**src/rtl/core/rmj_pkg.sv**
```systemverilog
// Shared types and constants of the radar measurement Jacobian block.
`default_nettype none
package rmj_pkg;

  localparam int CFG_W  = 17;
  localparam int ADDR_W = 3;

  localparam logic [CFG_W-1:0] MIN_CUBE_RESET = 17'd7;

  // Register index, taken from the upper address bits.
  localparam logic [ADDR_W-3:0] REG_MIN_CUBE_RADIUS = 1'b0;

  typedef struct packed {
    logic adv;
    logic vld;
  } pipe_ctl_t;

endpackage
`default_nettype wire

```
**src/rtl/core/rmj_obuf.sv**
```systemverilog
// Two-entry output buffer that lets the pipeline run while a word waits downstream.
`default_nettype none
module rmj_obuf #(
  parameter int PW = 8
) (
  input  wire logic          clk_i,
  input  wire logic          rst_ni,
  input  wire logic          push_i,
  input  wire logic [PW-1:0] data_i,
  output logic               full_o,
  output logic               valid_o,
  output logic [PW-1:0]      data_o,
  input  wire logic          stall_i
);
  import rmj_pkg::*;

  logic [1:0]    cnt_q, cnt_d;
  logic [PW-1:0] slot0_q, slot1_q;
  logic          pop;

  assign pop     = (cnt_q != 2'd0) && !stall_i;
  assign full_o  = (cnt_q == 2'd2);
  assign valid_o = (cnt_q != 2'd0);
  assign data_o  = slot0_q;

  always_comb begin
    cnt_d = cnt_q;
    if (push_i && !pop) begin
      cnt_d = cnt_q + 2'd1;
    end else if (pop && !push_i) begin
      cnt_d = cnt_q - 2'd1;
    end
  end

  always_ff @(posedge clk_i or negedge rst_ni) begin
    if (!rst_ni) begin
      cnt_q <= 2'd0;
    end else begin
      cnt_q <= cnt_d;
    end
  end

  always_ff @(posedge clk_i) begin
    case (cnt_q)
      2'd0: begin
        if (push_i) begin
          slot0_q <= data_i;
        end
      end
      2'd1: begin
        if (push_i && pop) begin
          slot0_q <= data_i;
        end else if (push_i) begin
          slot1_q <= data_i;
        end
      end
      default: begin
        if (pop) begin
          slot0_q <= slot1_q;
        end
      end
    endcase
  end

endmodule
`default_nettype wire

```
**config.mk**
```make
export PLATFORM = sky130hd
export DESIGN_NAME = rmj_obuf
export DESIGN_NICKNAME = d
export VERILOG_FILES = /design/src/rtl/core/rmj_pkg.sv /design/src/rtl/core/rmj_obuf.sv
export SDC_FILE = /design/constraint.sdc
export NUM_CORES = 1
export LEC_CHECK = 0
export ABC_AREA = 1
export BUFFER_PORTS_ARGS = -buffer_cell sky130_fd_sc_hd__buf_4
export CAP_MARGIN = 20
export CORE_MARGIN = 10
export CORE_UTILIZATION = 54
export CTS_BUF_LIST = sky130_fd_sc_hd__clkbuf_16
export DETAILED_ROUTE_END_ITERATION = 12
export PLACE_DENSITY = 0.86
export REMOVE_ABC_BUFFERS = 1
export SYNTH_ARGS = -nofsm -noshare
export SYNTH_HDL_FRONTEND = slang
export SYNTH_SLANG_ARGS = --single-unit
```
**constraint.sdc**
```tcl
create_clock -name clk_i -period 5 [get_ports clk_i]
set_clock_uncertainty 0.05 [all_clocks]
set_input_delay 0.5 -clock clk_i [delete_from_list [all_inputs] [get_ports clk_i]]
set_output_delay 0.5 -clock clk_i [all_outputs]
set_load 0.03 [all_outputs]
```
# Yosys cells after proc, flatten, opt, wreduce, memory -nomap -nowiden
# Cells that the tools add are included.
# op_classes
addsub,2
mul,0
n_div,0
magnitude_cmp,0
eq_ne,4
shift,0
muxes,6
n_bitwise,1
reduce_logical,13
# ops
cell,count
8-bit 2-to-1 mux,3
8-bit one-hot mux with 2 select lines,1
3-bit AND reduction,2
1-bit logical AND,4
2-bit 2-to-1 mux,2
2-bit != test (second input constant),2
2-bit nonzero test,2
1-bit logical NOT,3
3-bit nonzero test,1
2-bit by 1-bit adder with 2-bit output (second input constant),1
2-bit by 1-bit equality test with 1-bit output (second input constant),1
2-bit equality test (second input constant),1
2-bit logical NOT,1
2-bit by 1-bit subtractor with 2-bit output (second input constant),1
1-bit inverter,1
# word_totals
regBits,18
latch_bits,0
ramBits,0
mem_bits_ro,0
in_bits,12
out_inout_bits,10
n_memories,0

# Depth between registers and ports, before layout
# depth
ltp_word,5
depth_mapped,11
ltp_nobuf,10

# Worst setup path before layout
# Ideal clock, no wire load.
# synth_path
path_kind,reg2reg
from,register cnt_q[0]
to,register slot0_q[0] (netlist: data_o[0]) (enable)
arrival_time_ps,1460
required_ps,4626
setup_slack_ps,3166
stages_incl_launch_ff,12
path_buffers,1
period_less_slack_ps,1834
cell_sequence,dfrtp_1 > inv_1 > ha_1 > buf_6 > nor2_1 > ha_1 > inv_1 > nand2_1 > nand2_1 > inv_1 > nand2_1 > inv_1
# synth_via
elab_chain_cells,5
word_cells_on_any_way,9
classes_between,3 x eq/ne; 6 x reduce/logical
# synth_rtl
item,line,rtl
from (decl),rmj_obuf.sv:17,"logic [1:0] cnt_q, cnt_d;"
from (signal assigned),rmj_obuf.sv:39,cnt_q <= cnt_d;
2-bit nonzero test,rmj_obuf.sv:21,assign pop = (cnt_q != 2'd0) && !stall_i;
1-bit logical AND,rmj_obuf.sv:21,
1-bit logical AND,rmj_obuf.sv:51,if (push_i && pop) begin
2-bit != test (no line),--,
3-bit AND reduction (no line) *,--,
to (signal assigned),rmj_obuf.sv:47,slot0_q <= data_i;
to (signal assigned),rmj_obuf.sv:52,slot0_q <= data_i;
to (signal assigned),rmj_obuf.sv:59,slot0_q <= slot1_q;
to (decl),rmj_obuf.sv:18,"logic [PW-1:0] slot0_q, slot1_q;"
# Every way passes the cells marked *; elsewhere a longest branch is shown, timed or not.
# A chain may end at the register's enable or synchronous reset.

# Final worst setup path
# layout_path
from,register cnt_q[0]
to,register slot0_q[6] (netlist: data_o[6]) (enable)
# The elaborated chain is that of the path after synthesis.

==> summary.txt <==
Status
  – Outcome: finished clean

STA
  – Final period util: 0.398
  – Slew HR: 0.749
  – Fin. max-slew vios: 0
  – Final Hold Fails: 0
  – RSZ-0062 raised after global routing: no
  – Worst slew pin tran: 377 ps
  – Final TNS setup: 0 ps
  – Min Tclk post-route: 1990 ps
  – Final setup fails: 0
  – FMAX: 0.503 GHz

Finish
  – Post-route insts no fill: 118
  – NumNets Final: 121
  – Share of cells above drive strength 1: 0.265
  – Area of the multi-input gates: 250 sq um
  – Register area: 531 sq um
  – # fillers: 106
  – Antenna diodes: 0
  – Synthesis-to-finish area growth: 28.8%

Power and ir drop
  – VDD IR max: 387 uV
  – PD cells: 711 nW/um^2
  – Pwr Total: 0.777 mW
  – Static Leakage: 0.528 nW

Global routing
  – Antenna violations before repair: 0
  – Vias in the first global route: 580
  – Total GRT Usage: 0.0894
  – First-pass GRT wire length: 2420 microns
  – Largest net degree at the start of global routing: 13
  – Gr ovfl total: 0

Logic synthesis
  – Yosys cell types: 13
  – Mapped Avg Cell Area: 10.9 sq um
  – Ys flop type: edfxtp_1
  – Top cell type by total area after synthesis: edfxtp_1
  – Asr flop ratio synth: 0.111
  – Post-synth EDFFs: 16
  – Syn. warnings: 0
  – Post-Syn Area: 848 sq um
  – Top cell type's share of synthesized area: 0.566
  – Post-Syn Instances: 78
  – Yosys reg bits: 18
  – Synth top cells by count: nand2_1 (27), edfxtp_1 (16), inv_1 (11)
  – Area contributors post-synth: edfxtp_1 (57%), nand2_1 (12%), ha_1 (8.8%)
  – Most common cell in the netlist: nand2_1
  – Sequential fraction of the synthesis area: 0.625

Clock tree
  – Clock Latency Late Sink: 250 ps
  – CTS Buffer Depth: 2
  – Cts repair resizes: 0
  – Clock Pin Slew Worst Setup and Hold Paths: 50 ps
  – Setup bufs post-CTS: 0
  – CTS tree: done
  – CTS HTree Levels: 1
  – Clk sinks: 18
  – TritonCTS Buffers: 3
  – Root Driver: clkbuf_16

Critical path
  – CP endpoint kind: register
  – Crit path largest cell delay: 400 ps
  – CP dominant cell by count: inv_1
  – CP cell instances: inv_1 > ha_1 > nor2_1 > ha_1 > inv_1 > nand2_1 > nand2_1 > inv_1 > nand2_1 > inv_1
  – Max FO, Critical Path: 12
  – CP Class: register to register
  – Crit path launch type: register
  – CP required: 4870 ps
  – Crit path DAT: 1860 ps
  – Worst path slowest cell: dfrtp_1

Floorplan
  – Site Rows: 14
  – Die ar.: 3560 sq um
  – Core area: 1490 sq um
  – Die span in x: 59.6 microns
  – Initial core utilization: 0.570
  – Die Ht: 59.6 microns
  – Number of I/O pins: 22

Drt
  – Drt pass-1 iters: 4
  – Drt total wl: 1520 microns
  – First DRT Iteration DRCs: 13
  – DRC viols: 0
  – Routed vias: 590
  – Per-cell routed wire length: 12.9 microns
  – Via density: 5.00
  – Antenna Nets Post-Route: 0

Placement
  – Placed Cells: 113
  – HPWL after DPL: 1180 microns
  – Port Buf Inserts: 21
  – Gp weighted congestion: 0.737

Flow run
  – Max-cap violations: 0

Hold path
  – Hold Crit Class: input port to register
==> repair_timing <==
item                                    4_1_cts  5_1_grt
hold endpoints to repair                      2        0
endpoints found under the setup margin        0        0
hold buffers                                  1        0
==> sequential cells by signal (all words and copies together), names as in the netlist <==
register / count
data_o: 8
slot1_q: 8
cnt_q: 2
==> power by group <==
group,switching [mW],total [mW],leakage (nW),internal (mW)
sequential,0.0190,0.265,0.174,0.246
clock,0.0498,0.156,0.0423,0.106
combinational,0.238,0.356,0.311,0.118
total,0.307,0.777,0.528,0.470
==> cell families after synthesis <==
kind of cell               share of synthesized area
adders and majority gates                     0.0885
DFF                                            0.625
and+or+nand+nor                                0.143
xor gates and xnor gates                      0.0103
buffers and inverters                         0.0796
AOI/OAI and AO/OA                             0.0531
==> cells in the final DEF, fill, tap and decap left out, drive strengths merged <==
| cell | instances |
|---|---|
| nand2 | 27 |
| buf | 21 |
| edfxtp | 16 |
| inv | 13 |
| o21ai | 9 |
| ha | 6 |
| clkbuf | 3 |
| dfrtp | 2 |
| nor2 | 2 |
| nand3 | 1 |
| xnor2 | 1 |
| dlygate4sd3 | 1 |
==> layer usage <==
metal,track usage,vias up,part of all wire
met5,0,-,0
met4,0.0385,0,0.011
met3,0.0451,4,0.098
met2,0.144,24,0.48
met1,0.0961,262,0.42
li1,-,300,-
==> layout make-up <==
cell class              instances  area share
flip-flops and latches         18       0.486
multi-input cells              46       0.229
repair buffers                 22       0.153
clock buffers                   3      0.0687
inverters                      12      0.0412
well taps                      16      0.0183
clock inverters                 1     0.00344
==> worst paths after layout <==
kind                                  from    endpoint  slack, ps  cells after the start
worst min-delay path             data_i[0]  slot1_q[0]        390                      1
worst max register to register    cnt_q[0]   data_o[6]       3010                     10
max in group asynchronous           rst_ni    cnt_q[0]       4300                      2
worst min register to register  slot1_q[0]   data_o[0]        470                      2
min in group asynchronous           rst_ni    cnt_q[0]        510                      2
worst max-delay path              cnt_q[0]   data_o[6]       3010                     10
==> critical path: cells and delay by family (launching register included) <==
kind | cells | cell delay [ps]
flip-flops | 1 | 400
buffers and inverters | 4 | 400
adder cells (fa/ha/maj) | 2 | 500
AND/OR/NAND/NOR | 4 | 310
==> stage by stage <==
step,hold WS [ps],worst slack (ps),instance area (sq um),util
2_1_floorplan,154,3190,826,-
3_3_place_gp,233,3120,1000,0.674
3_5_place_dp,233,3020,1000,0.674
4_1_cts,386,3010,1090,0.734
5_1_grt,387,2800,1090,0.734
6_report,386,3010,1090,0.734
Power figures use the tool's default switching activity.
