==> config.mk <==
export PLATFORM = sky130hd
export DESIGN_NAME = rmj_div
export DESIGN_NICKNAME = d
export VERILOG_FILES = /design/src/rtl/core/rmj_pkg.sv /design/src/rtl/core/rmj_div.sv
export SDC_FILE = /design/constraint.sdc
export NUM_CORES = 2
export LEC_CHECK = 0
export BUFFER_PORTS_ARGS = -buffer_cell sky130_fd_sc_hd__buf_4
export CELL_PAD_IN_SITES_DETAIL_PLACEMENT = 0
export CELL_PAD_IN_SITES_GLOBAL_PLACEMENT = 1
export CORE_MARGIN = 3
export CORE_UTILIZATION = 40
export DETAILED_ROUTE_END_ITERATION = 8
export PLACE_DENSITY = 0.66
export SLEW_MARGIN = 40
export SYNTH_ARGS = -nofsm -noshare
export SYNTH_HDL_FRONTEND = slang
export SYNTH_SLANG_ARGS = --single-unit
==> constraint.sdc <==
create_clock -name clk_i -period 5 [get_ports clk_i]
set_clock_uncertainty 0.2 [all_clocks]
set_input_delay 0.5 -clock clk_i [delete_from_list [all_inputs] [get_ports clk_i]]
set_output_delay 0.5 -clock clk_i [all_outputs]
set_load 0.05 [all_outputs]
==> src/rtl/core/rmj_pkg.sv <==
// Shared types and constants of the radar measurement Jacobian block.
`default_nettype none
package rmj_pkg;

  localparam int CFG_W  = 17;
  localparam int ADDR_W = 3;

  localparam logic [CFG_W-1:0] MIN_CUBE_RESET = 17'd7;

  // Register index, taken from the upper address bits.
  localparam logic [ADDR_W-3:0] REG_MIN_CUBE_RADIUS = 1'b0;

  typedef struct packed {
    logic adv;
    logic vld;
  } pipe_ctl_t;

endpackage
`default_nettype wire

==> src/rtl/core/rmj_div.sv <==
// Pipelined restoring divider, one quotient bit per stage, with signed saturation.
`default_nettype none
module rmj_div #(
  parameter int NW  = 48,
  parameter int DW  = 32,
  parameter int QW  = 32,
  parameter int SBW = 1
) (
  input  wire logic               clk_i,
  input  wire logic               rst_ni,
  input  wire rmj_pkg::pipe_ctl_t ctl_i,
  input  wire logic [NW-1:0]      num_i,
  input  wire logic [DW-1:0]      den_i,
  input  wire logic               neg_i,
  input  wire logic [SBW-1:0]     sb_i,
  output logic                    vld_o,
  output logic signed [QW-1:0]    res_o,
  output logic [SBW-1:0]          sb_o
);
  import rmj_pkg::*;

  localparam int XW = NW + DW + QW;
  localparam logic [QW-1:0] MAX_POS = {1'b0, {(QW-1){1'b1}}};
  localparam logic [QW-1:0] MAX_NEG = {1'b1, {(QW-1){1'b0}}};

  logic [QW:0]     vld_q;
  logic [NW-1:0]   rem_q [QW+1];
  logic [DW-1:0]   den_q [QW+1];
  logic [QW-1:0]   quo_q [QW+1];
  logic [QW:0]     ovf_q;
  logic [QW:0]     neg_q;
  logic [SBW-1:0]  sb_q  [QW+1];
  logic            ovf_d;
  logic [QW-1:0]   mag;

  assign ovf_d = (XW'(num_i) >= (XW'(den_i) << QW));

  always_ff @(posedge clk_i or negedge rst_ni) begin
    if (!rst_ni) begin
      vld_q[0] <= 1'b0;
    end else if (ctl_i.adv) begin
      vld_q[0] <= ctl_i.vld;
    end
  end

  always_ff @(posedge clk_i) begin
    if (ctl_i.adv) begin
      rem_q[0] <= num_i;
      den_q[0] <= den_i;
      quo_q[0] <= '0;
      ovf_q[0] <= ovf_d;
      neg_q[0] <= neg_i;
      sb_q[0]  <= sb_i;
    end
  end

  for (genvar k = 0; k < QW; k++) begin : g_stage
    localparam int B = QW - 1 - k;
    logic [XW-1:0] trial;
    logic          hit;

    always_comb begin
      trial = XW'(den_q[k]) << B;
      hit   = (XW'(rem_q[k]) >= trial);
    end

    always_ff @(posedge clk_i or negedge rst_ni) begin
      if (!rst_ni) begin
        vld_q[k+1] <= 1'b0;
      end else if (ctl_i.adv) begin
        vld_q[k+1] <= vld_q[k];
      end
    end

    always_ff @(posedge clk_i) begin
      if (ctl_i.adv) begin
        rem_q[k+1] <= hit ? (rem_q[k] - trial[NW-1:0]) : rem_q[k];
        den_q[k+1] <= den_q[k];
        quo_q[k+1] <= quo_q[k] | (QW'(hit) << B);
        ovf_q[k+1] <= ovf_q[k];
        neg_q[k+1] <= neg_q[k];
        sb_q[k+1]  <= sb_q[k];
      end
    end
  end

  assign mag = quo_q[QW];

  always_comb begin
    if (neg_q[QW]) begin
      if (ovf_q[QW] || (mag[QW-1] && (|mag[QW-2:0]))) begin
        res_o = MAX_NEG;
      end else begin
        res_o = ~mag + 1'b1;
      end
    end else begin
      if (ovf_q[QW] || mag[QW-1]) begin
        res_o = MAX_POS;
      end else begin
        res_o = mag;
      end
    end
  end

  assign vld_o = vld_q[QW];
  assign sb_o  = sb_q[QW];

endmodule
`default_nettype wire

# [After elaboration in Yosys (flattened, before gate mapping)]
# Memories as Yosys holds them, arrays and structs flattened.
# Cells that the tools add are included.
[word_totals] reg_bits=99 out_inout_bits=34 mem_count=4 input_bits=86 mem_bits_rw=3729
[op_classes] bitwise=33 muxes=37 n_lt_le_gt_ge=33 add_sub_neg=33 n_reduce_logical=4
[memory_table] name="rem_q" depth=33 width=48 rd=32 rd_ports_with_merged_regs=0 wr=33 line_no="rmj_div.sv:27" text="logic [NW-1:0] rem_q [QW+1];"
[memory_table] name="den_q" depth=33 width=32 rd=32 rd_ports_with_merged_regs=0 wr=33 line_no="rmj_div.sv:28" text="logic [DW-1:0] den_q [QW+1];"
[memory_table] name="quo_q" depth=33 width=32 rd=33 rd_ports_with_merged_regs=0 wr=33 line_no="rmj_div.sv:29" text="logic [QW-1:0] quo_q [QW+1];"
[memory_table] name="sb_q" depth=33 width=1 rd=33 rd_ports_with_merged_regs=0 wr=33 line_no="rmj_div.sv:32" text="logic [SBW-1:0] sb_q [QW+1];"
[ops] operator="48-bit two-way mux" count=32
[ops] operator="48-bit subtractor" count=16
[ops] operator="32-bit two-way mux" count=3
[ops] operator="48-bit by 64-bit >= comparator with 1-bit output" count=1
[ops] operator="48-bit by 63-bit >= comparator with 1-bit output" count=1
[ops] operator="48-bit by 62-bit >= comparator with 1-bit output" count=1
[ops] operator="48-bit by 61-bit >= comparator with 1-bit output" count=1
[ops] operator="48-bit by 60-bit >= comparator with 1-bit output" count=1
[ops] operator="48-bit by 59-bit >= comparator with 1-bit output" count=1
[ops] operator="48-bit by 58-bit >= comparator with 1-bit output" count=1
[ops] operator="48-bit by 57-bit >= comparator with 1-bit output" count=1
[ops] operator="48-bit by 56-bit >= comparator with 1-bit output" count=1
[ops] operator="48-bit by 55-bit >= comparator with 1-bit output" count=1
[ops] operator="48-bit by 54-bit >= comparator with 1-bit output" count=1
[ops] operator="48-bit by 53-bit >= comparator with 1-bit output" count=1
[ops] operator="48-bit by 52-bit >= comparator with 1-bit output" count=1
[ops] operator="48-bit by 51-bit >= comparator with 1-bit output" count=1
[ops] operator="48-bit by 50-bit >= comparator with 1-bit output" count=1
[ops] operator="48-bit by 49-bit >= comparator with 1-bit output" count=1
[ops] operator="48-bit by 32-bit >= comparator with 1-bit output" count=1
[ops] operator="48-bit by 33-bit >= comparator with 1-bit output" count=1
[ops] operator="48-bit by 34-bit >= comparator with 1-bit output" count=1
[ops] operator="48-bit by 35-bit >= comparator with 1-bit output" count=1
[ops] operator="48-bit by 36-bit >= comparator with 1-bit output" count=1
[ops] operator="other kinds (66)" count=68

# [Depth between registers and ports, before layout]
# An unclocked memory read counts as a cell.
[logic_depth] depth_word=6 mapped_depth=17 ltp_nobuf=15

# [Worst setup path after synthesis]
# Ideal clock, no wire load.
[synth_path] path_type="reg2out" from="memory quo_q[32][5] (netlist: quo_q[0][1029])" to="output port res_o[26]" slack_ps=202 arrival_ps=4098 path_stages_with_launch=13 t_required_ps=4300 path_cell_list="edfxtp_1 > or4_4 > nor4b_4 > nand4_2 > or3_1 > or4_4 > or3_4 > o41ai_2 > nand2b_1 > buf_6 > buf_6 > a21oi_1 > a2bb2oi_1"
[synth_rtl] item="start: declaration" line_no="rmj_div.sv:29"
[synth_rtl] item="end: declaration" line_no="rmj_div.sv:17" text="output logic signed [QW-1:0] res_o,"

==> run metrics <==
status finished with violations; failing checks negative setup slack; Multi-input gate area 58800 um2; DRT Wirelength 387000 um; largest family of logic cells by synthesized area compound AO/OA/AOI/OAI gates; critical path type register to output pin; post-synthesis xor/xnor area fraction 4.56%; die height 639 um; fin. max-slew vios 0; worst r2r src rem_q[0][1394]; top area cells in the synthesized netlist edfxtp_1 60%, ha_1 7.2%, a21oi_1 3.0%, inv_1 2.8%, o21ai_0 2.6%; fillers 36.5k; DR vias/cell 5.24; layout cells sized above 1 9.49%; Final #Nets 14.6k; DR WL/cell 20.2 um; Die Wd 639 um; Syn. warnings 0; Rel. slew slack 29.9%; post-synth top area cell edfxtp_1; final hold slack 94.8 ps; post-synthesis cell area 161000 um2; Lkg Pwr 70.8 nW; register share of total power 42.2%; Synth Area in Compound Gates 12.4%; starting density of the core 40.2%; Hold WC Path Type input pin to register; R2R Setup Slk 460 ps; non-filler cells, final 19.2k; Synth Register Bits 3220; worst-skew pair later-pin latency 960 ps; Critical Path, Cell by Cell or4_4, nor4b_4, buf_4, nand4_4, or3_4, or4_4, or3_4, o41ai_4, buf_4, and2b_4, buf_8, buf_6, nand2_2, a21oi_2, buf_6; sw frac 31.7%; Hold Path End rem_q[0][15]; H-tree depth 5; largest net degree at the start of global routing 153; Final setup viols 32; Post-DRT Antenna Nets 0; clock share of power 28.9%; Mapped Nets 14.1k; Crit. End Element output pin; sequential fraction of the synthesis area 60.1%; Total GRT Usage 18.6%; I/O Pins 120; initial antenna violation count 17; dominant synthesized flop cell edfxtp_1; Mapped Cells 13.1k; Rows 232; switching power 28.3 mW; Util after Layout 45.6%; setup ws final -761 ps; Synth Area in Simple Gates 9.24%; Sink Count 3220; First-pass DRT Iterations 6; sequential cell area 96500 um2; Final Total Pwr 89.2 mW; Design Area, Final 182000 um2; Worst Tran Pin Value 1040 ps; DRT iter0 DRCs 6864; logic gate share of total power 28.9%; DP Cell Count 18.3k; adder-cell share of the synthesized area 7.57%; Core Area 399000 um2; layout overhead on the synthesized area 13.4%; final hold violations 0; largest fanout on the critical path 7; Hold Startpoint num_i[15]; Hold Path Cell Cnt 2; Worst Reg2Reg Path Length in Cells 14; # Max-Cap Violations 0; Int Pwr 60.9 mW; CTS Buffer Depth 4; Post-route DRC 0; RSZ-0062 raised after global routing true; Placed Instance Area 169000 um2; first-pass GRT wire length 591000 um; IO buf count 119; CP Data Required Time 4300 ps; dpl hpwl 295000 um; period utilization 115%; Num CTS Buffers 359; Yosys top cell area share 59.6%; Final min period 5760 ps; Final GP Congestion 0.876; Root Driver clkbuf_16; critical path data arrival time 5060 ps; share of flip-flops with an asynchronous set or reset 1.02%; CTS tree done; Worst path max stage delay 570 ps; clock-pin slew on the worst setup and hold paths 60 ps; Post-synth EDFFs 3187; die area 409000 um2; crit start category register; Max VDD drop 300 uV; fmax 0.174 GHz; most numerous cell in the Yosys netlist edfxtp_1; Power Density 490 nW/um2; reg-to-reg endpoint rem_q[0][1480]; via count 100k; beginning of the critical path quo_q[0][1029]; grt total ovfl 0; Avg Inst Size Synth 12.3 um2; vias in the first global route 99.7k; Cell variety after synth 90; post-synthesis mux area share 2.52%; crit path max-delay cell type or4_4; Synth top cells by count 3187 x edfxtp_1, 1180 x inv_1, 948 x a21oi_1, 921 x ha_1, 870 x nand2_1
## area by class of cell
cell class,instances,area share [%]
inverter,1185,2.44
clock inverter,206,1.14
multi-input combinational,8358,32.3
clock buffer,448,5.19
antenna,81,0.111
tap,5265,3.62
timing repair buffer,404,2.17
sequential,3220,53.0
## worst max-delay path, delay by kind of cell, from the launching register on
kind / cells / cell delay [ps]
DFF: 1 / 380
buffers and inverters: 5 / 790
and+or+nand+nor: 8 / 2550
AOI/OAI and AO/OA: 2 / 360
## registers in the layout, indices dropped and copies added, names as in the netlist
signal and cells:
neg_q 33, vld_q 32, ovf_q 33, sb_q 33
rem_q 1536, quo_q 528, den_q 1024, vld_o 1
## kinds of logic (layout without fill, tap and decap cells)
kind of cell / count (synthesis) / count (layout)
xor+xnor: 836 / 836
simple gates: 3003 / 3003
other cells: 0 / 81
mux: 363 / 363
fa+ha+maj: 952 / 952
compound gates: 3204 / 3204
buf+inv: 1513 / 2243
flops: 3220 / 3220
## metal layers
layer	up-vias	global-route usage, %	routed length (um)
met5	-	0	0
met1	48121	22.4	158000
li1	49634	-	-
met3	699	2.09	14700
met2	2003	33.1	195000
met4	0	8.56	19400
## cell usage in the layout (no fill, tap or decap), types with 81 or more instances in the layout
cell type / Yosys / final
nand4_1: 167 / 167
xor2_1: 367 / 367
o21ai_0: 824 / 818
nor2b_1: 135 / 135
clkbuf_16: 0 / 365
nor3_1: 186 / 181
mux2_2: 331 / 331
buf_4: 1 / 230
and3_1: 83 / 83
nor2_1: 706 / 705
edfxtp_1: 3187 / 3187
ha_1: 921 / 921
a21o_1: 525 / 525
clkbuf_1: 285 / 83
inv_1: 1180 / 1180
xnor2_1: 469 / 469
dlygate4sd3_1: 0 / 97
a21oi_1: 948 / 919
o21bai_1: 81 / 81
o21a_1: 122 / 121
nand2_1: 870 / 864
a31oi_1: 117 / 116
nor4_1: 177 / 172
nand2b_1: 129 / 129
diode_2: 0 / 81
nand3_1: 190 / 189
## timing repair
action | CTS | global route
pin swaps | 18 | 12
resized for setup | 73 | 35
setup buffers | 6 | 4
endpoints found under the hold margin | 131 | 0
endpoints found under the setup margin | 32 | 32
hold buffers | 98 | 0
## power groups by stage
stage	clock [mW]	combinational [mW]	sequential, mW
after floorplan	0	19.1	36.8
after global placement	0	25.5	38.2
after detailed placement	0	25.5	38.2
after CTS	26.6	25.7	37.7
after global routing	27.7	28.8	38.0
final	25.8	25.7	37.6
## worst max-delay path by stage
| stage | cells after the start | end |
|---|---|---|
| 2_1_floorplan | 12 | res_o[26] |
| 3_3_place_gp | 14 | res_o[2] |
| 3_5_place_dp | 14 | res_o[9] |
| 4_1_cts | 14 | res_o[7] |
| 5_1_grt | 15 | res_o[1] |
| 6_report | 15 | res_o[1] |
## per-stage QoR
| stage | setup slack, ps | TNS (ps) |
|---|---|---|
| 6_report | -761 | -22240 |
| 4_1_cts | -941 | -27110 |
| 3_5_place_dp | -183 | -1110 |
| 3_3_place_gp | -158 | -1100 |
| 5_1_grt | -943 | -28600 |
| 2_1_floorplan | 202 | 0 |
Power figures use the tool's default switching activity.
