===== src/rtl/core/rmj_pkg.sv =====
// Shared types and constants of the radar measurement Jacobian block.
`default_nettype none
package rmj_pkg;

  localparam int CFG_W  = 17;
  localparam int ADDR_W = 3;

  localparam logic [CFG_W-1:0] MIN_CUBE_RESET = 17'd7;

  // Register index, taken from the upper address bits.
  localparam logic [ADDR_W-3:0] REG_MIN_CUBE_RADIUS = 1'b0;

  typedef struct packed {
    logic adv;
    logic vld;
  } pipe_ctl_t;

endpackage
`default_nettype wire


===== src/rtl/core/rmj_isqrt.sv =====
// Pipelined integer square root, one root bit per stage, with a passed-along sideband.
`default_nettype none
module rmj_isqrt #(
  parameter int RW  = 32,
  parameter int SBW = 8
) (
  input  wire logic               clk_i,
  input  wire logic               rst_ni,
  input  wire rmj_pkg::pipe_ctl_t ctl_i,
  input  wire logic [2*RW-1:0]    rad_i,
  input  wire logic [SBW-1:0]     sb_i,
  output logic                    vld_o,
  output logic [RW-1:0]           root_o,
  output logic [SBW-1:0]          sb_o
);
  import rmj_pkg::*;

  localparam int IW = 2 * RW + 1;

  logic [RW:0]        vld_q;
  logic [2*RW-1:0]    rem_q  [RW+1];
  logic [RW-1:0]      root_q [RW+1];
  logic [SBW-1:0]     sb_q   [RW+1];

  always_comb begin
    vld_q[0]  = ctl_i.vld;
    rem_q[0]  = rad_i;
    root_q[0] = '0;
    sb_q[0]   = sb_i;
  end

  for (genvar k = 0; k < RW; k++) begin : g_stage
    localparam int B = RW - 1 - k;
    logic [IW-1:0] inc;
    logic          hit;

    always_comb begin
      inc = (IW'(root_q[k]) << (B + 1)) + (IW'(1) << (2 * B));
      hit = ({1'b0, rem_q[k]} >= inc);
    end

    always_ff @(posedge clk_i or negedge rst_ni) begin
      if (!rst_ni) begin
        vld_q[k+1] <= 1'b0;
      end else if (ctl_i.adv) begin
        vld_q[k+1] <= vld_q[k];
      end
    end

    always_ff @(posedge clk_i) begin
      if (ctl_i.adv) begin
        rem_q[k+1]  <= hit ? (rem_q[k] - inc[2*RW-1:0]) : rem_q[k];
        root_q[k+1] <= root_q[k] | (RW'(hit) << B);
        sb_q[k+1]   <= sb_q[k];
      end
    end
  end

  assign vld_o  = vld_q[RW];
  assign root_o = root_q[RW];
  assign sb_o   = sb_q[RW];

endmodule
`default_nettype wire


===== config.mk =====
export PLATFORM = sky130hd
export DESIGN_NAME = rmj_isqrt
export DESIGN_NICKNAME = d
export VERILOG_FILES = /design/src/rtl/core/rmj_pkg.sv /design/src/rtl/core/rmj_isqrt.sv
export SDC_FILE = /design/constraint.sdc
export NUM_CORES = 2
export LEC_CHECK = 0
export BUFFER_PORTS_ARGS = -buffer_cell sky130_fd_sc_hd__clkbuf_2
export CAP_MARGIN = 10
export CORE_AREA = 2 2 573 461
export DETAILED_ROUTE_END_ITERATION = 8
export DIE_AREA = 0 0 575 463
export PLACE_DENSITY = 0.65
export SLEW_MARGIN = 20
export SYNTH_ARGS = -nofsm -noshare
export SYNTH_HDL_FRONTEND = slang
export SYNTH_SLANG_ARGS = --single-unit

===== constraint.sdc =====
create_clock -name clk_i -period 4.3 [get_ports clk_i]
set_clock_uncertainty 0.15 [all_clocks]
set_input_delay 0.645 -clock clk_i [delete_from_list [all_inputs] [get_ports clk_i]]
set_output_delay 0.645 -clock clk_i [all_outputs]
set_load 0.02 [all_outputs]

After elaboration in Yosys (flattened, before gate mapping)
Cells that the tools add are included.
Storage, ports and cells
  logic and storage cells: 283
  input port bits: 76
  output and inout port bits: 41
  register bits: 3265
Operators by class
  add/subtract/negate cells: 62
  $lt $le $gt $ge: 32
  bitwise gates (word level): 31
  mux-type cells: 31
Operator list (count)
  2-to-1 mux 64 bit: 31
  adder 63 x 61 -> 64 bit (second input constant): 1
  greater-or-equal comparator 64 x 34 -> 1 bit: 1
  greater-or-equal comparator 64 x 35 -> 1 bit: 1
  greater-or-equal comparator 64 x 36 -> 1 bit: 1
  greater-or-equal comparator 64 x 37 -> 1 bit: 1
  greater-or-equal comparator 64 x 38 -> 1 bit: 1
  greater-or-equal comparator 64 x 39 -> 1 bit: 1
  greater-or-equal comparator 64 x 40 -> 1 bit: 1
  greater-or-equal comparator 64 x 41 -> 1 bit: 1
  greater-or-equal comparator 64 x 42 -> 1 bit: 1
  greater-or-equal comparator 64 x 43 -> 1 bit: 1
  greater-or-equal comparator 64 x 44 -> 1 bit: 1
  greater-or-equal comparator 64 x 45 -> 1 bit: 1
  greater-or-equal comparator 64 x 46 -> 1 bit: 1
  greater-or-equal comparator 64 x 47 -> 1 bit: 1
  greater-or-equal comparator 64 x 48 -> 1 bit: 1
  greater-or-equal comparator 64 x 49 -> 1 bit: 1
  greater-or-equal comparator 64 x 50 -> 1 bit: 1
  greater-or-equal comparator 64 x 51 -> 1 bit: 1
  greater-or-equal comparator 64 x 52 -> 1 bit: 1
  greater-or-equal comparator 64 x 53 -> 1 bit: 1
  greater-or-equal comparator 64 x 54 -> 1 bit: 1
  greater-or-equal comparator 64 x 55 -> 1 bit: 1
  other kinds (102): 102

Logic depth before layout (Yosys ltp)
  word-level depth: 3
  depth in mapped cells: 14
  gate-level depth less buffers: 12

Worst setup path after synthesis
No wires, ideal clock.
  path type: register -> register
  start point: register rem_q[1012] in the netlist's numbering
  end point: register rem_q[931] in the netlist's numbering (data pin)
  path buffers: 1
  clock period less this slack: 3.825 ns
  setup time: 0.260 ns
  arrival: 3.415 ns
  stages on the path, launching flop included: 9
  path slack: 0.475 ns
  cells stage by stage: edfxtp_1 > or4_4 > or4b_1 > or2_4 > or4b_4 > nor4_2 > or4b_1 > buf_6 > mux2_4
Between the ends
  longest elaborated chain between the ends: 2
RTL lines
  start: declaration: RTL line rmj_isqrt.sv:21  | logic [2*RW-1:0] rem_q [RW+1];
  start signal: indexed assignment: RTL line rmj_isqrt.sv:52  | rem_q[k+1] <= hit ? (rem_q[k] - inc[2*RW-1:0]) : rem_q[k];
  greater-or-equal comparator 64 x 48 -> 1 bit: RTL line rmj_isqrt.sv:39  | hit = ({1'b0, rem_q[k]} >= inc);
  2-to-1 mux 64 bit: RTL line rmj_isqrt.sv:52
No other way between the ends.
A chain may end at the register's enable or synchronous reset.

Worst setup path in the final report
  start point: register root_q[237] in the netlist's numbering
  end point: register rem_q[431] in the netlist's numbering (data pin)
Between the ends
  longest elaborated chain between the ends: 3
  elaborated cells on any way between the ends: 4
  classes of those cells: add/sub: 2; order compare: 1; mux: 1
RTL lines
  start: declaration: RTL line rmj_isqrt.sv:22  | logic [RW-1:0] root_q [RW+1];
  start signal: indexed assignment: RTL line rmj_isqrt.sv:53  | root_q[k+1] <= root_q[k] | (RW'(hit) << B);
  adder 39 x 13 -> 40 bit *: RTL line rmj_isqrt.sv:38  | inc = (IW'(root_q[k]) << (B + 1)) + (IW'(1) << (2 * B));
  subtractor 64 x 40 -> 64 bit / greater-or-equal comparator 64 x 40 -> 1 bit (equally long branches): RTL line rmj_isqrt.sv:52, rmj_isqrt.sv:39
  2-to-1 mux 64 bit *: RTL line rmj_isqrt.sv:52
Mark *: on every way between the ends. The rest lies on a longest branch, timed or not.

==> flow_summary.ini <==
[global_route]
grt.overflow.total = 0
grt_util_all_layers_pct = 25.4
antenna_found_initial = 13
globalRouteMet3Util_pct = 6.09
met2_usage_pct = 33.6
global_route_hottest_layer = met1
global_route_wire_length_before_repair_um = 511000
global_routing_met1_resource_utilization_pct = 41.6
first_global_vias = 79384
grt_max_degree = 145

[final_layout]
top_library_cells_by_usage_in_the_layout_fill_and_taps_aside = 2768 x sky130_fd_sc_hd__edfxtp_1, 723 x sky130_fd_sc_hd__inv_1, 700 x sky130_fd_sc_hd__nand2_1
areaGrowthSynthToFinish_pct = 12.8
design.final.nets = 11253
layout-drive-gt1-share_pct = 8.81
final_common_cell = sky130_fd_sc_hd__edfxtp_1
layout.cell_area.non_filler_um2 = 146000

[floorplanning]
design.die.area_um2 = 266000
core_region_area_um2 = 261000
initial_utilization_pct = 49.8
die_h_um = 463
rows = 168
die_w_um = 575
boundaryPins = 117

[routing]
drt_iter0_markers = 10069
antenna_left = 0
wirelength_um = 346000
post_drt_via_cell_ratio = 5.92
post-route-drc-count = 0
drt_pass1_iterations = 7
routedWlPerCell_um = 24.1
routed-via-count = 84843

[cts]
numCtsBuffers = 295
clk_transition_reported_paths_ns = 0.06
htreeDepth = 5
clock-sinks = 2800
tritoncts = built
cts.path.max_buffers = 4
cts_root_buffer = sky130_fd_sc_hd__clkbuf_16
clock_insertion_delay_worst_skew_ns = 0.89

[synth]
synth.yosys.warnings = 0
synth_cell_area_um2 = 130000
syn-instance-count = 10074
yosysUniqueCellTypes = 97
synth-seq-cells = 2800
synthesis.nets = 10708
ys_seq_area_share_pct = 64.7
synth-edff-count = 2768
synth_async_reset_ratio_pct = 1.14
synthesized_area_divided_by_synthesized_cell_count_um2 = 12.9
leading_register_cell_type_out_of_synthesis = sky130_fd_sc_hd__edfxtp_1

[sta]
fmax_mhz = 237
timing_worst_slew_pin_value_ns = 1.15
min_period_over_period_pct = 98.2
slew_headroom_pct = 22.5
finalSetupViolCount = 0
final.min_clock_period_ns = 4.22
slew_viol_final = 0
finalHoldViolCount = 0
final.setup.worst_slack_ns = 0.0769
rsz_0062_raised_after_global_routing = false

[pwr]
power_density_nw_per_um2 = 539
worst_ir_drop_vdd_mv = 0.306
leakage_power_nw = 54.6

[min_path]
holdCritPathClass = in2reg
startpoint_of_the_most_critical_hold_path = ctl_i[1]
hold-path-endpoint = root_q[207]$_DFFE_PP_
worstHoldPathCells = 1

[critical_path]
cp_data_arrival_time_ns = 4.66
critical_path_required_ns = 4.73
crit-reg2reg-launch = root_q[237]$_DFFE_PP_
critPathCaptureType = register
worst_setup_start_kind = register
timing.critical_path.slowest_stage_cell = sky130_fd_sc_hd__a21oi_1
timing.rr.end = rem_q[431]$_DFFE_PP_
critical_path.cell_chain = inv_1 -> ha_1 -> nand2_1 -> a211o_1 -> a21oi_1 -> o31ai_1 -> a21oi_1 -> nor3_2 -> or2_2 -> or4_1 -> xnor2_1
rrSetupSlack_ns = 0.08
critical_path_class = reg2reg
worst_path_most_repeated_cell = sky130_fd_sc_hd__a21oi_1
timing.reg2reg.worst_path_depth = 11
critical_path_peak_fanout = 7
slowest_delay_ns = 0.70

[outcome]
status = finished, final reports clean

[place]
placedInstanceArea_um2 = 136000
globalplace.congestion = 0.965
buffer_ports.inserted = 116
dp.final_hpwl_um = 259000
post-place-ws_ns = -0.0342

[job]
cap_violations = 0
sequential cells by signal (all words and copies together) (netlist names):
name / cells
rem_q: 1984
root_q: 496
sb_q: 248
root_o: 32
vld_q: 31
sb_o: 8
vld_o: 1
per-stage QoR:
step	cells	hold WS, ns	utilization (%)	total power, mW	setup TNS, ns
3_3_place_gp	13733	0.251	52.3	53.9	0
4_1_cts	14322	0.108	56.2	79.2	0
2_1_floorplan	10074	0.199	-	47.4	0
6_report	14329	0.180	56.2	79.0	0
5_1_grt	14326	0.133	56.2	82.5	0
3_5_place_dp	13733	0.255	52.3	54.0	-0.0342
synthesized netlist by cell type, types with 18 or more instances:
| cell | instances | area [um^2] |
|---|---|---|
| sky130_fd_sc_hd__nor3b_1 | 23 | 173 |
| sky130_fd_sc_hd__xnor2_1 | 467 | 4090 |
| sky130_fd_sc_hd__nor2b_1 | 68 | 425 |
| sky130_fd_sc_hd__inv_1 | 723 | 2710 |
| sky130_fd_sc_hd__and3_1 | 46 | 288 |
| sky130_fd_sc_hd__ha_1 | 558 | 6980 |
| sky130_fd_sc_hd__a21boi_0 | 18 | 135 |
| sky130_fd_sc_hd__a211oi_1 | 58 | 435 |
| sky130_fd_sc_hd__mux2_2 | 80 | 901 |
| sky130_fd_sc_hd__a31oi_1 | 42 | 263 |
| sky130_fd_sc_hd__or2_2 | 43 | 269 |
| sky130_fd_sc_hd__nand3b_1 | 31 | 233 |
| sky130_fd_sc_hd__nor3_1 | 265 | 1330 |
| sky130_fd_sc_hd__edfxtp_1 | 2768 | 83100 |
| sky130_fd_sc_hd__or3_1 | 102 | 638 |
| sky130_fd_sc_hd__o211ai_1 | 45 | 338 |
| sky130_fd_sc_hd__o2111ai_1 | 19 | 166 |
| sky130_fd_sc_hd__a21oi_1 | 611 | 3060 |
| sky130_fd_sc_hd__nor4b_1 | 46 | 403 |
| sky130_fd_sc_hd__or4_1 | 63 | 473 |
| sky130_fd_sc_hd__nand4_1 | 165 | 1030 |
| sky130_fd_sc_hd__a2111oi_0 | 19 | 166 |
| sky130_fd_sc_hd__a21o_1 | 185 | 1390 |
| sky130_fd_sc_hd__clkbuf_1 | 160 | 601 |
| sky130_fd_sc_hd__nand3_1 | 161 | 806 |
| sky130_fd_sc_hd__xor2_1 | 420 | 3680 |
| sky130_fd_sc_hd__o22ai_1 | 19 | 119 |
| sky130_fd_sc_hd__and2_1 | 24 | 150 |
| sky130_fd_sc_hd__nor2_1 | 656 | 2460 |
| sky130_fd_sc_hd__dfrtp_1 | 32 | 801 |
| sky130_fd_sc_hd__o21ai_0 | 495 | 2480 |
| sky130_fd_sc_hd__o21a_1 | 95 | 713 |
| sky130_fd_sc_hd__o21bai_1 | 52 | 390 |
| sky130_fd_sc_hd__nor4_1 | 357 | 2230 |
| sky130_fd_sc_hd__nand4b_1 | 19 | 166 |
| sky130_fd_sc_hd__o31ai_1 | 43 | 323 |
| sky130_fd_sc_hd__nand2_1 | 700 | 2630 |
| sky130_fd_sc_hd__nand2b_1 | 128 | 801 |
where the power goes:
group	switching [mW]	leakage [nW]	internal (mW)
Combinational	9.85	23.0	6.66
Clock	10.5	4.53	14.5
Sequential	3.05	27.1	34.4
final cells by class:
cell class	count	area [um^2]
antenna	6	15.0
clock buffer	354	7760
clock inverter	162	1570
fill	21148	114000
inverter	727	2730
multi-input combinational	6358	42500
sequential	2800	83900
tap	3485	4360
timing repair buffer	437	3580
worst max path at each step:
stage / from / endpoint / slack [ns] / depth (start not counted)
after floorplan: rem_q[1012]$_DFFE_PP_ / rem_q[931]$_DFFE_PP_ / 0.47 / 8
after global placement: root_q[156]$_DFFE_PP_ / rem_q[250]$_DFFE_PP_ / 0.03 / 14
after detailed placement: root_q[156]$_DFFE_PP_ / rem_q[250]$_DFFE_PP_ / -0.03 / 14
after CTS: rem_q[1055]$_DFFE_PP_ / rem_q[1018]$_DFFE_PP_ / 0.16 / 12
after global routing: rem_q[926]$_DFFE_PP_ / rem_q[893]$_DFFE_PP_ / 0.02 / 11
final: root_q[237]$_DFFE_PP_ / rem_q[431]$_DFFE_PP_ / 0.08 / 11
per-layer routing:
layer,routed length (um),up-vias,part of all wire [%]
li1,-,38898,-
met1,168000,41795,49
met2,135000,3687,39
met3,35400,459,10
met4,7090,4,2.1
met5,25,-,0.0072
critical path: cells and delay by family (launching register included):
| family | cells | cell delay, ns |
|---|---|---|
| adder cells (fa/ha/maj) | 1 | 0.39 |
| XOR/XNOR | 1 | 0.15 |
| AND/OR/NAND/NOR | 4 | 1.21 |
| buffers and inverters | 1 | 0.08 |
| AO/OA/AOI/OAI | 4 | 1.44 |
| flip-flops | 1 | 0.53 |
cells by family (layout without fill, tap and decap cells):
logic type               after synthesis  in the layout  share of synthesized area [%]
other                                  0              6                              0
multiplexers                          91             91                          0.794
XOR/XNOR                             887            887                           5.99
flip-flops                          2800           2800                           64.7
adder cells (fa/ha/maj)              558            558                           5.38
AO/OA/AOI/OAI                       1863           1863                           8.83
AND/OR/NAND/NOR                     2959           2959                           11.6
buffers and inverters                916           1680                           2.71
timing repair:
item | in CTS | in global routing
pin swaps | 0 | 3
setup buffers | 0 | 1
hold endpoints to repair | 104 | 0
setup endpoints to repair | 2 | 42
hold buffers | 73 | 0
gates resized for setup | 1 | 10
Note: power is estimated with default switching activity, not from simulation.
